[src/ncrp_dist.sv]
`default_nettype none
// ----------------------------------------------------------------------------
// ncrp_dist: squared RGB distance unit
// Three 9-bit differences squared and summed, registered.
// ----------------------------------------------------------------------------
module ncrp_dist (
    input  wire logic        aclk,
    input  wire logic [23:0] rgb_a,
    input  wire logic [23:0] rgb_b,
    output logic      [17:0] sq_dist
);
    logic signed [8:0]  dr, dg, db;
    logic        [17:0] sum;

    always_comb begin
        dr  = $signed({1'b0, rgb_a[23:16]}) - $signed({1'b0, rgb_b[23:16]});
        dg  = $signed({1'b0, rgb_a[15:8]})  - $signed({1'b0, rgb_b[15:8]});
        db  = $signed({1'b0, rgb_a[7:0]})   - $signed({1'b0, rgb_b[7:0]});
        sum = 18'(unsigned'(16'(dr * dr))) + 18'(unsigned'(16'(dg * dg)))
            + 18'(unsigned'(16'(db * db)));
    end

    always_ff @(posedge aclk) begin
        sq_dist <= sum;
    end
endmodule
`default_nettype wire

[config.mk]
export PLATFORM = sky130hd
export DESIGN_NAME = ncrp_dist
export DESIGN_NICKNAME = d
export VERILOG_FILES = /design/src/ncrp_dist.sv
export SDC_FILE = /design/constraint.sdc
export NUM_CORES = 1
export LEC_CHECK = 0
export BUFFER_PORTS_ARGS = -buffer_cell sky130_fd_sc_hd__buf_2
export CAP_MARGIN = 20
export CELL_PAD_IN_SITES_DETAIL_PLACEMENT = 0
export CELL_PAD_IN_SITES_GLOBAL_PLACEMENT = 2
export CORE_MARGIN = 2
export CORE_UTILIZATION = 40
export CTS_CLUSTER_DIAMETER = 200
export DETAILED_ROUTE_END_ITERATION = 12
export GPL_ROUTABILITY_DRIVEN = 1
export MAX_ROUTING_LAYER = met4
export PLACE_DENSITY = 0.95
export SYNTH_ARGS = -nofsm -noshare
export SYNTH_HDL_FRONTEND = slang
export SYNTH_SLANG_ARGS = --single-unit
[constraint.sdc]
create_clock -name aclk -period 9.05 [get_ports aclk]
set_input_delay 0.4525 -clock aclk [delete_from_list [all_inputs] [get_ports aclk]]
set_output_delay 0.4525 -clock aclk [all_outputs]
set_load 0.05 [all_outputs]
# Yosys cells after proc, flatten, opt, wreduce, memory -nomap -nowiden
# Index checks and enable logic that the tools add are counted.
# W data, S select, Z words.
op_classes:
  n_addsub: 5
  mul: 3
  div_mod_pow: 0
  order_cmp: 0
  eq_ne: 0
  shifts: 0
  mux: 0
  n_bitwise: 0
  reduce_logical: 0
ops:
  columns: ["op", "n"]
  rows:
  - ["$mul A9 B9 Y16", 3]
  - ["$sub A8 B8 Y9", 3]
  - ["$add A17 B16 Y18", 1]
  - ["$add A16 B16 Y17", 1]
totals:
  reg_bits: 18
  latch_bits: 0
  ramBits: 0
  romBits: 0
  input_bits: 49
  output_inout_bits: 18
  wordCells: 9
  mem_count: 0

# Longest topological paths before layout
# Gate-level depths: netlist of run 1.
depth:
  depth_word: 4
  mapped_depth: 37

# Worst setup path before layout of run 1
# No wires, ideal clock.
synth_path:
  path_type: "input to register"
  startpoint: "input port rgb_a[16]"
  endpoint: "register sq_dist[17]"
  arrival_time_ns: 7.512
  t_required_ns: 8.929
  path_slack_ns: 1.417
  stages: 37
  path_cell_list: "inv_1 -> ha_1 -> fa_1 -> nor2b_1 -> o31ai_4 -> a21oi_2 -> a21oi_1 -> nand2b_1 -> and2_1 -> buf_2 -> inv_1 -> buf_4 -> nor2_1 -> fa_1 -> inv_1 -> fa_1 -> inv_1 -> fa_1 -> fa_1 -> inv_1 -> fa_1 -> inv_1 -> ha_1 -> nand2_1 -> o21ai_1 -> or4_1 -> nand2_1 -> xnor2_1 -> fa_1 -> inv_1 -> ha_1 -> and3_1 -> and3_1 -> a41oi_1 -> nand4_1 -> a31oi_1 -> nor2_1"
synth_via:
  elab_chain_cells: 4
synth_rtl:
  columns: ["element", "line_no", "source"]
  rows:
  - ["from (decl)", "8", "input wire logic [23:0] rgb_a,"]
  - ["$sub A8 B8 Y9", "16", "dr = $signed({1'b0, rgb_a[23:16]}) - $signed({1'b0, rgb_b[23:16]});"]
  - ["$mul A9 B9 Y16", "19", "sum = 18'(unsigned'(16'(dr * dr))) + 18'(unsigned'(16'(dg * dg)))"]
  - ["$add A16 B16 Y17", "19", null]
  - ["$add A17 B16 Y18", "20", "+ 18'(unsigned'(16'(db * db)));"]
  - ["net sum[17]", "13", "logic [17:0] sum;"]
  - ["to (signal assigned)", "24", "sq_dist <= sum;"]
  - ["to (decl)", "10", "output logic [17:0] sq_dist"]
# The timed path passes the listed nets, and every way through them passes these cells.

# Worst setup path in the final report of run 1
layout_path:
  startpoint: "input port rgb_a[12]"
  endpoint: "register sq_dist[16]"
layout_via:
  elab_chain_cells: 4
layout_rtl:
  columns: ["element", "line_no", "source"]
  rows:
  - ["$sub A8 B8 Y9", "17", "dg = $signed({1'b0, rgb_a[15:8]}) - $signed({1'b0, rgb_b[15:8]});"]
  - ["$mul A9 B9 Y16", "19", null]
  - ["$add A16 B16 Y17", "19", null]
  - ["$add A17 B16 Y18", "20", null]
  - ["net sum[16]", "13", null]
# The timed path passes the listed nets, and every way through them passes these cells.

==> results of run 1 <==
## metal layers
layer | track usage [%] | up-vias | wire length, um
met5 | - | - | 0
li1 | - | 3429 | -
met4 | 1.34 | 0 | 83
met1 | 23.1 | 3352 | 8750
met3 | 0.358 | 4 | 448
met2 | 26.9 | 83 | 8630
## worst max-delay path: cells and delay by family
family          cells  cell delay (ps)
compound gates      6             1170
buf+inv             7              580
simple gates        6             1190
mux                 1              120
fa+ha+maj           9             4000
xor+xnor            2              640
## kinds of logic (layout without fill, tap and decap cells)
group	Yosys count	in the layout	synth area share, %
compound gates	101	101	7.48
xor+xnor	81	81	7.85
simple gates	265	265	12.5
flops	18	18	3.83
fa+ha+maj	311	311	55.3
mux	4	4	0.465
buf+inv	313	378	12.6
## through the flow
stage               setup WS, ps  instance area, um2
floorplan                   1420                9420
global placement             915               10100
detailed placement           822               10100
CTS                         1050               10200
global route                 491               10200
finish                      1040               10200
## how the worst max path moves through the flow
stage	start	endpoint	slack, ps
2_1_floorplan	rgb_a[16]	sq_dist[17]$_DFF_P_	1420
3_3_place_gp	rgb_a[12]	sq_dist[16]$_DFF_P_	910
3_5_place_dp	rgb_a[12]	sq_dist[16]$_DFF_P_	820
4_1_cts	rgb_a[12]	sq_dist[16]$_DFF_P_	1050
5_1_grt	rgb_a[12]	sq_dist[16]$_DFF_P_	490
6_report	rgb_a[12]	sq_dist[16]$_DFF_P_	1040
## cell type report
class | instances | area [um2] | area share (%)
well taps | 319 | 399 | 3.90
flip-flops and latches | 18 | 360 | 3.52
repair buffers | 70 | 360 | 3.52
multi-input cells | 762 | 7880 | 77.0
clock buffers | 4 | 88.8 | 0.869
inverters | 304 | 1140 | 11.2
## synthesized netlist by cell type, drive strengths merged (6+ instances only)
master    n
inv     303
fa      176
ha      135
nor2    116
nand2    81
xnor2    51
xor2     30
a21oi    26
o21ai    24
dfxtp    18
nor3     12
nand2b   11
nor2b    10
or2      10
o21a      9
a21o      8
nand3     7
o41ai     6
==> flow_metrics.env, run 1 <==
export IMPL_finalHoldViolations=0
export IMPL_grt_max_degree=13
export IMPL_clock_sinks=18
export IMPL_drv_cap=0
export IMPL_layout_min_cycle_time_ps=8010
export IMPL_ctsHoldBuffers=0
export IMPL_ios=67
export IMPL_synthesis_area_um2=9420
export IMPL_whs_ps=1030
export IMPL_crit_required_ps=9190
export IMPL_worstPathArrival_ps=8160
export IMPL_final_common_cell="inv_1"
export IMPL_yosysUniqueCellTypes=63
export IMPL_finalSetupTns_ps=0
export IMPL_rsz0062_at_grt="false"
export IMPL_cts_resized=0
export IMPL_tightest_slew_ps=598
export IMPL_slowest_stage="fa_1"
export IMPL_end_kind="flip-flop"
export IMPL_antenna_found_initial=0
export IMPL_period_share_pct=88.5
export IMPL_fillCellCount=2304
export IMPL_drt_wl_total_um=17900
export IMPL_hold_path_end="sq_dist[2]$_DFF_P_"
export IMPL_hpwl_um=16500
export IMPL_yosysSeqAreaShare_pct=3.83
export IMPL_drtIter0Drc=261
export IMPL_die_h_um=157
export IMPL_fp_dieW_um=157
export IMPL_cts_root_buf="clkbuf_16"
export IMPL_top_regs="sq_dist x18"
export IMPL_fin_cells=1477
export IMPL_hold_class="in2reg"
export IMPL_core_area_um2=23300
export IMPL_min_delay_start="rgb_b[0]"
export IMPL_start_util_pct=40.5
export IMPL_yosysTopAreaCell="fa_1"
export IMPL_fmax_mhz=125
export IMPL_yosys_top_cells_area="fa_1 37%, ha_1 18%, inv_1 12%"
export IMPL_via_per_inst=4.65
export IMPL_cts_buffer_depth=2
export IMPL_cts_setup_buffers=0
export IMPL_top_register="sq_dist"
export IMPL_rows=56
export IMPL_clk_pin_slew_ps=50
export IMPL_yosysTopAreaCellShare_pct=37.4
export IMPL_track_usage_pct=16.1
export IMPL_async_flop_share_pct=0
export IMPL_slew_limit_headroom_pct=59.8
export IMPL_worstSetupPathType="in2reg"
export IMPL_setup_viol=0
export IMPL_ant_nets=0
export IMPL_nNetsFinal=1519
export IMPL_layout_common_cells="301 x inv_1, 176 x fa_1, 135 x ha_1"
export IMPL_cts_buffers_inserted=3
export IMPL_firstDrtPassIters=4
export IMPL_worstHoldPathCells=5
export IMPL_synth_edff_count=0
export IMPL_cts_max_level=1
export IMPL_synthFlopType="dfxtp_1"
export IMPL_drive_above_1_share_pct=8.98
export IMPL_cpPeakStageDelay_ps=550
export IMPL_tritoncts="yes"
export IMPL_drc=0
export IMPL_worstPathMaxFanout=5
export IMPL_postSynthCellCount=1093
export IMPL_port_buffers=66
export IMPL_syn_nets=1453
export IMPL_n_antenna_cell=0
export IMPL_largest_register_ffs=18
export IMPL_dp_cells=1473
export IMPL_syn_area_per_cell_um2=8.62
export IMPL_synth_seq_cells=18
export IMPL_yosysWarnings=0
export IMPL_gr_total_overflow=0
export IMPL_grt_pass1_wl_um=32100
export IMPL_status="complete, no violations"
export IMPL_dieArea_um2=24800
export IMPL_syn_to_final_growth_pct=8.54
export IMPL_place_congestion=0.833
export IMPL_fin_util_pct=44.0
export IMPL_wl_per_cell_um=12.1
export IMPL_vias=6868
export IMPL_critPathLaunchType="primary input"
export IMPL_grt_pass1_vias=6961
export IMPL_final_max_slew_viol_count=0
Power of run 1 is not shown: default switching activity piles up to over one toggle a cycle in this logic, so the estimate is an artifact.
==> inputs of run 2 (changes only) <==
CORE_MARGIN = 3   (was 2)
CTS_BUF_LIST = sky130_fd_sc_hd__clkbuf_8 sky130_fd_sc_hd__clkbuf_16   (was not set)
CTS_CLUSTER_SIZE = 16   (was not set)
==> flow_metrics.env, run 2 (synthesis gave the netlist of run 1 again) <==
export IMPL_grt_pass1_vias=7185
export IMPL_cts_root_buf="clkbuf_16"
export IMPL_finalSetupTns_ps=0
export IMPL_cts_setup_buffers=0
export IMPL_drc=0
export IMPL_start_util_pct=41.1
export IMPL_core_area_um2=22900
export IMPL_fin_util_pct=44.6
export IMPL_min_delay_start="rgb_b[0]"
export IMPL_rsz0062_at_grt="false"
export IMPL_cpPeakStageDelay_ps=550
export IMPL_port_buffers=66
export IMPL_worstPathMaxFanout=5
export IMPL_crit_required_ps=9210
export IMPL_wl_per_cell_um=12.2
export IMPL_n_antenna_cell=0
export IMPL_top_regs="sq_dist x18"
export IMPL_fp_dieW_um=159
export IMPL_largest_register_ffs=18
export IMPL_status="complete, no violations"
export IMPL_dieArea_um2=25400
export IMPL_via_per_inst=4.65
export IMPL_critPathLaunchType="primary input"
export IMPL_grt_pass1_wl_um=32400
export IMPL_firstDrtPassIters=5
export IMPL_cts_max_level=1
export IMPL_hold_class="in2reg"
export IMPL_rows=55
export IMPL_place_congestion=0.842
export IMPL_cts_resized=0
export IMPL_drt_wl_total_um=18000
export IMPL_worstPathArrival_ps=8090
export IMPL_nNetsFinal=1520
export IMPL_drv_cap=0
export IMPL_tightest_slew_ps=638
export IMPL_end_kind="flip-flop"
export IMPL_ios=67
export IMPL_clk_pin_slew_ps=50
export IMPL_worstSetupPathType="in2reg"
export IMPL_finalHoldViolations=0
export IMPL_syn_to_final_growth_pct=8.54
export IMPL_final_max_slew_viol_count=0
export IMPL_cts_buffer_depth=2
export IMPL_track_usage_pct=15.2
export IMPL_drive_above_1_share_pct=9.06
export IMPL_layout_common_cells="301 x inv_1, 176 x fa_1, 135 x ha_1"
export IMPL_cts_buffers_inserted=3
export IMPL_top_register="sq_dist"
export IMPL_drtIter0Drc=258
export IMPL_final_common_cell="inv_1"
export IMPL_tritoncts="yes"
export IMPL_vias=6849
export IMPL_slew_limit_headroom_pct=57.1
export IMPL_slowest_stage="fa_1"
export IMPL_antenna_found_initial=0
export IMPL_clock_sinks=18
export IMPL_gr_total_overflow=0
export IMPL_setup_viol=0
export IMPL_worstHoldPathCells=5
export IMPL_period_share_pct=87.7
export IMPL_fmax_mhz=126
export IMPL_ctsHoldBuffers=0
export IMPL_hold_path_end="sq_dist[2]$_DFF_P_"
export IMPL_hpwl_um=16400
export IMPL_layout_min_cycle_time_ps=7940
export IMPL_die_h_um=159
export IMPL_grt_max_degree=13
export IMPL_ant_nets=0
[run 2: changes by cell type in the layout (fill, tap and decap cells not counted), sizes merged]
cell	before	now
buf	70	71
[run 2: how the worst max path moves through the flow]
stage / start / endpoint / slack, ps / cells after the start
after floorplan: rgb_a[16] / sq_dist[17]$_DFF_P_ / 1420 / 37
after global placement: rgb_a[12] / sq_dist[16]$_DFF_P_ / 940 / 30
after detailed placement: rgb_a[12] / sq_dist[16]$_DFF_P_ / 820 / 30
after CTS: rgb_a[12] / sq_dist[16]$_DFF_P_ / 1060 / 30
after global routing: rgb_b[12] / sq_dist[16]$_DFF_P_ / 480 / 32
final: rgb_a[12] / sq_dist[16]$_DFF_P_ / 1110 / 31
[run 2: cell type report]
type / instances / area [um2]
inverters: 304 / 1140
flip-flops and latches: 18 / 360
clock buffers: 4 / 88.8
well taps: 313 / 392
fillers: 2277 / 12700
multi-input cells: 762 / 7880
repair buffers: 71 / 368
[run 2: routing by layer]
layer | share of wire (%) | wire [um] | global-route usage (%) | vias up
li1 | - | - | - | 3434
met1 | 50 | 8990 | 21.7 | 3332
met2 | 48 | 8610 | 25.7 | 79
met3 | 2.0 | 365 | 0.494 | 4
met4 | 0.11 | 19 | 0.438 | 0
met5 | 0 | 0 | - | -
[run 2: through the flow]
stage                     cells  hold WS, ps  cell area [um2]  setup slack, ps
after floorplan            1093          892             9420             1420
after global placement     1468          921            10100              942
after detailed placement   1468          921            10100              817
after CTS                  1472         1040            10200             1060
after global routing       1472         1110            10200              478
final                      1472         1030            10200             1110
[run 2: worst max-delay path: cells and delay by family]
family / cells / cell delay, ps
AO/OA/AOI/OAI: 6 / 1090
XOR/XNOR: 2 / 580
adder cells (fa/ha/maj): 9 / 4020
multiplexers: 1 / 130
AND/OR/NAND/NOR: 6 / 1230
buffers and inverters: 7 / 590
Power of run 2 is left out for the same reason.
==> inputs of run 3 (changes only) <==
--- a/config.mk
+++ b/config.mk
@@ -19,4 +19,5 @@
 export MAX_ROUTING_LAYER = met4
 export PLACE_DENSITY = 0.95
+export RECOVER_POWER = 100
 export SYNTH_ARGS = -nofsm -noshare
 export SYNTH_HDL_FRONTEND = slang
==> constraint.sdc (replaced) <==
create_clock -name aclk -period 9.05 [get_ports aclk]
set_input_delay 1.3575 -clock aclk [delete_from_list [all_inputs] [get_ports aclk]]
set_output_delay 1.3575 -clock aclk [all_outputs]
set_load 0.05 [all_outputs]
==> flow_metrics.env, run 3 (synthesis gave the netlist of run 1 again) <==
export IMPL_status="complete, no violations"
export IMPL_slew_limit_headroom_pct=59.4
export IMPL_via_per_inst=4.54
export IMPL_grt_max_degree=12
export IMPL_endpoint="sq_dist[16]$_DFF_P_"
export IMPL_regArea_um2=360
export IMPL_cts_buffer_depth=2
export IMPL_period_share_pct=94.7
export IMPL_track_usage_pct=15.3
export IMPL_multi_input_area_um2=7930
export IMPL_end_kind="flip-flop"
export IMPL_die_h_um=159
export IMPL_hold_class="in2reg"
export IMPL_critPathLaunchType="primary input"
export IMPL_syn_to_final_growth_pct=9.99
export IMPL_wl_per_cell_um=12.1
export IMPL_cts_buffers_inserted=3
export IMPL_place_congestion=0.834
export IMPL_core_area_um2=22900
export IMPL_crit_start="rgb_a[10]"
export IMPL_fin_util_pct=45.2
export IMPL_top_regs="sq_dist x18"
export IMPL_drv_cap=0
export IMPL_fillCellCount=2332
export IMPL_cp_common_cell="fa_1"
export IMPL_antenna_found_initial=0
export IMPL_slowest_stage="fa_1"
export IMPL_firstDrtPassIters=4
export IMPL_setup_slack_ps=479
export IMPL_layout_common_cells="300 x inv_1, 175 x fa_1, 135 x ha_1"
export IMPL_finalHoldViolations=0
export IMPL_start_util_pct=41.1
export IMPL_tightest_slew_ps=611
export IMPL_cts_root_buf="clkbuf_16"
export IMPL_crit_required_ps=9190
export IMPL_largest_register_ffs=18
export IMPL_dieArea_um2=25400
export IMPL_worstPathArrival_ps=8710
export IMPL_cpPeakStageDelay_ps=580
export IMPL_setup_viol=0
export IMPL_nNetsFinal=1534
export IMPL_worstSetupPathType="in2reg"
export IMPL_rows=55
export IMPL_fmax_mhz=117
export IMPL_drc=0
export IMPL_top_register="sq_dist"
export IMPL_port_buffers=66
export IMPL_vias=6750
export IMPL_rsz0062_at_grt="false"
export IMPL_drt_wl_total_um=18000
export IMPL_tritoncts="yes"
export IMPL_place_ws_ps=10.3
export IMPL_gr_total_overflow=0
export IMPL_n_antenna_cell=0
export IMPL_clock_sinks=18
export IMPL_fp_dieW_um=159
export IMPL_drive_above_1_share_pct=9.63
export IMPL_hpwl_um=16500
export IMPL_grt_pass1_vias=7050
export IMPL_layout_min_cycle_time_ps=8570
export IMPL_drtIter0Drc=216
export IMPL_clk_pin_slew_ps=50
export IMPL_ant_nets=0
export IMPL_finalSetupTns_ps=0
export IMPL_worstPathMaxFanout=11
export IMPL_ios=67
export IMPL_cts_max_level=1
export IMPL_final_common_cell="inv_1"
export IMPL_grt_pass1_wl_um=32800
export IMPL_final_max_slew_viol_count=0
## run 3: cell count changes in the layout (fill, tap and decap cells not counted), sizes merged
cell	previous run	this run
buf	71	66
clkbuf	4	23
## run 3: worst min-delay path by stage
stage                               to  depth (start not counted)  slack [ps]               start
CTS                 sq_dist[2]$_DFF_P_                          5        1970            rgb_b[0]
floorplan                   sq_dist[0]                          0        1800  sq_dist[0]$_DFF_P_
finish              sq_dist[2]$_DFF_P_                          5        1950            rgb_b[0]
global route        sq_dist[2]$_DFF_P_                          5        2030            rgb_b[0]
global placement            sq_dist[5]                          1        1830  sq_dist[5]$_DFF_P_
detailed placement          sq_dist[4]                          1        1830  sq_dist[4]$_DFF_P_
## run 3: area by class of cell
| type | instances | area share (%) |
|---|---|---|
| Sequential cell | 18 | 3.48 |
| Timing Repair Buffer | 85 | 4.31 |
| Inverter | 304 | 11.0 |
| Clock buffer | 4 | 0.857 |
| Multi-Input combinational cell | 762 | 76.6 |
| Tap cell | 313 | 3.78 |
## run 3: stage by stage
step,hold WS [ps],instances,instance area (um2)
2_1_floorplan,1800,1093,9420
3_3_place_gp,1830,1481,10200
3_5_place_dp,1830,1481,10200
4_1_cts,1970,1485,10300
5_1_grt,2030,1486,10400
6_report,1950,1486,10400
## run 3: timing repair
action	in CTS	in global routing
gates resized for setup	0	15
hold buffers	0	0
setup buffers	0	1
hold endpoints to repair	0	0
endpoints found under the setup margin	0	4
## run 3: layer usage
metal	up-vias	track usage (%)	part of all wire [%]
met5	-	-	0
met4	0	0.438	0
met3	0	0.312	1.7
met2	76	24.1	46
met1	3212	23.5	52
li1	3462	-	-
## run 3: worst max-delay path: cells and delay by family
family	cells	cell delay, ps
compound gates	6	1620
xor+xnor	1	80
fa+ha+maj	9	4040
buf+inv	6	470
simple gates	7	1170
Power of run 3 is left out for the same reason.
